===== src/hdl/gns_pkg.sv =====
// ----------------------------------------------------------------------------
// gns_pkg
// Shared constants for the 2-D gradient noise sampler: hash multipliers,
// sine polynomial coefficients, fixed-point units and register map.
// ----------------------------------------------------------------------------
package gns_pkg;

   // default table resolutions
   localparam int ANGLE_BITS_DEF  = 10;
   localparam int WEIGHT_BITS_DEF = 10;

   // corner hash multipliers
   localparam logic [31:0] HASH_M1 = 32'd3284157443;
   localparam logic [31:0] HASH_M2 = 32'd1911520717;
   localparam logic [31:0] HASH_M3 = 32'd2048419325;

   // quarter-wave sine polynomial, Q.16
   localparam logic [16:0] SIN_A = 17'd102944;
   localparam logic [15:0] SIN_B = 16'd42178;
   localparam logic [12:0] SIN_C = 13'd4770;

   // one in Q.16
   localparam logic [16:0] ONE_Q16 = 17'd65536;

   // register map: register index is paddr[2]
   localparam int          CSR_ADDR_W     = 3;
   localparam logic [0:0]  REG_NOISE_SEED = 1'b0;

endpackage


===== src/hdl/gns_qsine.sv =====
// ----------------------------------------------------------------------------
// gns_qsine
// Pipelined quarter-wave sine: sin(pi/2 * u), u and result in Q.16.
// Four register stages, one multiply per stage, advances when en is high.
// ----------------------------------------------------------------------------
module gns_qsine (
   input  logic        clock,
   input  logic        en,
   input  logic [16:0] u_in,
   output logic [16:0] s_out
);

   logic [16:0] u1_ff, u2_ff, u3_ff;
   logic [16:0] sq1_ff, sq2_ff;
   logic [12:0] t1_ff;
   logic [15:0] t3_ff;
   logic [16:0] t5_ff;

   // u^2, then the nested polynomial one product at a time
   always_ff @(posedge clock) begin
      if (en) begin
         sq1_ff <= 17'((34'(u_in) * 34'(u_in)) >> 16);
         u1_ff  <= u_in;
         t1_ff  <= 13'((32'(gns_pkg::SIN_C) * 32'(sq1_ff)) >> 16);
         sq2_ff <= sq1_ff;
         u2_ff  <= u1_ff;
         t3_ff  <= 16'(((34'(gns_pkg::SIN_B) - 34'(t1_ff)) * 34'(sq2_ff)) >> 16);
         u3_ff  <= u2_ff;
         t5_ff  <= 17'(((35'(gns_pkg::SIN_A) - 35'(t3_ff)) * 35'(u3_ff)) >> 16);
      end
   end

   // clamp to one
   assign s_out = (t5_ff > gns_pkg::ONE_Q16) ? gns_pkg::ONE_Q16 : t5_ff;

endmodule

===== config.mk =====
export PLATFORM = sky130hd
export DESIGN_NAME = gns_qsine
export DESIGN_NICKNAME = d
export VERILOG_FILES = /design/src/hdl/gns_pkg.sv /design/src/hdl/gns_qsine.sv
export SDC_FILE = /design/constraint.sdc
export NUM_CORES = 2
export LEC_CHECK = 0
export BUFFER_PORTS_ARGS = -buffer_cell sky130_fd_sc_hd__buf_2
export CAP_MARGIN = 20
export CELL_PAD_IN_SITES_DETAIL_PLACEMENT = 2
export CELL_PAD_IN_SITES_GLOBAL_PLACEMENT = 2
export CORE_ASPECT_RATIO = 0.9
export CORE_MARGIN = 4
export CORE_UTILIZATION = 40
export CTS_CLUSTER_SIZE = 30
export DETAILED_ROUTE_END_ITERATION = 8
export HOLD_SLACK_MARGIN = 0.08
export MAX_ROUTING_LAYER = met4
export PLACE_DENSITY_LB_ADDON = 0.1
export SYNTH_ARGS = -nofsm -noshare
export SYNTH_HDL_FRONTEND = slang
export SYNTH_SLANG_ARGS = --single-unit
export TNS_END_PERCENT = 1

===== constraint.sdc =====
create_clock -name clock -period 6.9 [get_ports clock]
set_clock_uncertainty 0.05 [all_clocks]
set_input_delay 0.345 -clock clock [delete_from_list [all_inputs] [get_ports clock]]
set_output_delay 0.345 -clock clock [all_outputs]
set_load 0.02 [all_outputs]

==> metrics.md <==
| Metric | Value |
|---|---|
| Tmin final | 7.57 ns |
| Vias/cell | 4.96 |
| Initial antenna violation count | 2 |
| Via count | 22900 |
| Achievable Freq | 132 MHz |
| Violated checks | setup timing |
| Area of the multi-input gates | 24900 µm² |
| Slowest cell on crit path | fa_2 |
| Worst hold path class | in2reg |
| Synth warn | 0 |
| Top cell by count, worst path | fa_1 |
| Post-synth EDFFs | 131 |
| Final Hold Viols | 0 |
| Post-synthesis xor/xnor area fraction | 2.65% |
| WP data required | 7.04 ns |
| Slew of the pin with the lowest slew margin | 0.992 ns |
| Dpl hpwl | 84100 µm |
| Final ANT Viol Nets | 0 |
| MaxCap Viol Count | 0 |
| Tcrit/Tclk final | 110% |
| Cells after Synth | 3326 |
| Input/output buffers | 35 |
| FILL cells | 8413 |
| CTS tree | done |
| Ys flop type | edfxtp_1 |
| Die W | 306 µm |
| Antenna cell count | 0 |
| Sink count of the clock tree | 131 |
| Placed Cells incl. Taps | 4575 |
| Final worst slack | -0.671 ns |
| Max incr delay on CP | 0.57 ns |
| Core Box Area | 79500 µm² |
| RSZ-0062 raised after global routing | true |
| Worst hold margin | 0.209 ns |
| Total CTS buffers | 17 |
| DRC | 0 |
| CP top delay family | adder cells |
| Cell Area, Synth | 32100 µm² |
| Die area | 84800 µm² |
| Critical path startpoint category | flip-flop |
| Clk_lat worst skew | 0.47 ns |
| Seq. cell area | 3930 µm² |
| Syn_nets | 4400 |
| Hold_buf cts | 0 |
| First-pass GRT wire length | 160000 µm |
| Buf/Inv on CP | 5 |
| Mapped Avg Cell Area | 9.64 µm² |
| Worst-path clk slew | 0.07 ns |
| Sequential area share after synthesis | 12.3% |
| Worst EP arrival | 7.71 ns |
| H-tree levels | 4 |
| Std-Cell Rows | 98 |
| Element type at the critical path end | flip-flop |
| Critical setup path kind | reg2reg |
| Crit-path max FO | 6 |
| Seq cells post-synth | 131 |
| Main combinational cell family by area after synthesis | adder cells |
| Multiplexer area fraction after synthesis | 0.0351% |
| Initial DRC Count | 861 |
| Final Max Tran Viols | 0 |
| Synth Area in Adders | 56.1% |
| Largest net degree at the start of global routing | 75 |
| Clock Tree Buf Depth | 2 |
| Drt wl/cell | 21.5 µm |
| Vias in the first global route | 27900 |
| Drt pass-1 iters | 5 |
| Starting Density | 40.4% |
| Final setup violation count | 27 |
| Async S/R FF share, synth | 0% |
| Number of library cell types mapped by synthesis | 59 |
| Status | complete, but fails checks |
| GRT Total Usage | 24.9% |
| Die Height | 277 µm |
| I/O Pins | 36 |
| Finished Layout Cells | 4618 |
| GRT overflow | 0 |
| Area share of and/or/nand/nor cells after synthesis | 13.3% |
| Area grow syn2layout | 13.9% |
| Root buffer cell | clkbuf_16 |
| Nets | 4629 |
| Routability Congestion | 0.873 |
| Layout cells sized above 1 | 11.8% |
| Commonest non-fill, non-tap cell in the layout | inv_1 |
| Commonest non-fill, non-tap cells in the layout | inv_1, fa_1, ha_1, nand2_1, and2_1 |
| Max-slew headroom | 33.8% |
| Routed WL | 99200 µm |
| Post-Place Worst Slack | -0.865 ns |
| Synth Area in Compound Gates | 3.69% |
-- cells in the mapped netlist, drive strengths merged, types with 3 or more instances --
cell type	instances	area, µm²
inv	932	3500
and2	253	1580
nor2b	71	444
nand3	10	50.1
and2b	3	22.5
o31ai	3	22.5
ha	418	5230
nand2b	33	206
o211ai	4	30.0
o21bai	8	60.1
and4	3	26.3
nor4	7	43.8
edfxtp	131	3930
a31oi	5	31.3
o2111ai	3	26.3
a221oi	3	32.5
or2	3	18.8
a21boi	3	22.5
a21oi	54	270
clkbuf	84	315
fa	637	12800
nor3	19	95.1
a211oi	12	90.1
nand4	4	25.0
xnor2	67	587
nand2	341	1280
or3	6	37.5
and3	29	181
o21ai	31	159
o21a	10	75.1
nor2	56	210
xor2	30	263
a21o	25	188
-- state kept, by name, summed over array words and instances (netlist names) --
| register | cells |
|---|---|
| t3_ff | 16 |
| u3_ff | 17 |
| u2_ff | 17 |
| u1_ff | 17 |
| t1_ff | 13 |
| t5_ff | 17 |
| sq1_ff | 17 |
| sq2_ff | 17 |
-- kinds of logic (layout without fill, tap and decap cells) --
kind of cell,after synthesis,in the layout
fa+ha+maj,1055,1055
buf+inv,1018,1260
simple gates,844,844
compound gates,180,180
flops,131,131
xor+xnor,97,97
mux,1,1
-- routing by layer --
layer / part of all wire [%] / GRT usage [%] / up-vias
li1: - / - / 10400
met1: 47 / 33.7 / 12200
met2: 49 / 41.8 / 288
met3: 2.8 / 2.37 / 71
met4: 1.2 / 3.50 / 0
met5: 0 / - / -
-- cell type report --
cell class,instances,share of cell area [%]
clock buffer,17,1.16
sequential,131,10.8
multi-input combinational,2177,68.0
clock inverter,15,0.658
timing repair buffer,296,6.19
tap,1050,3.60
inverter,932,9.58
-- final timing paths --
check / slack (ns) / startpoint / endpoint / cells after the start
hold reg to reg: 0.37 / u1_ff[12] / u2_ff[12] / 0
hold / removal: 0.21 / u_in[6] / u1_ff[6] / 1
setup / recovery: -0.67 / t3_ff[2] / t5_ff[16] / 26
setup reg to reg: -0.67 / t3_ff[2] / t5_ff[16] / 26
-- what timing repair did --
action	4_1_cts	5_1_grt
setup buffers	7	4
hold endpoints to repair	0	0
pin swaps	29	20
resized for setup	49	39
setup endpoints to repair	33	33
-- metrics by stage --
stage	setup TNS [ns]	utilization [%]	area, µm²
after floorplan	-2.06	-	32200
after detailed placement	-16.64	44.5	35300
final	-8.63	46.0	36500
after global placement	-11.15	44.5	35300
after global routing	-18.12	46.0	36500
after CTS	-10.47	45.7	36300
Power is left out: the tool's default activity adds up to more than one toggle a clock period on the data nets, which glitch-free logic cannot reach.
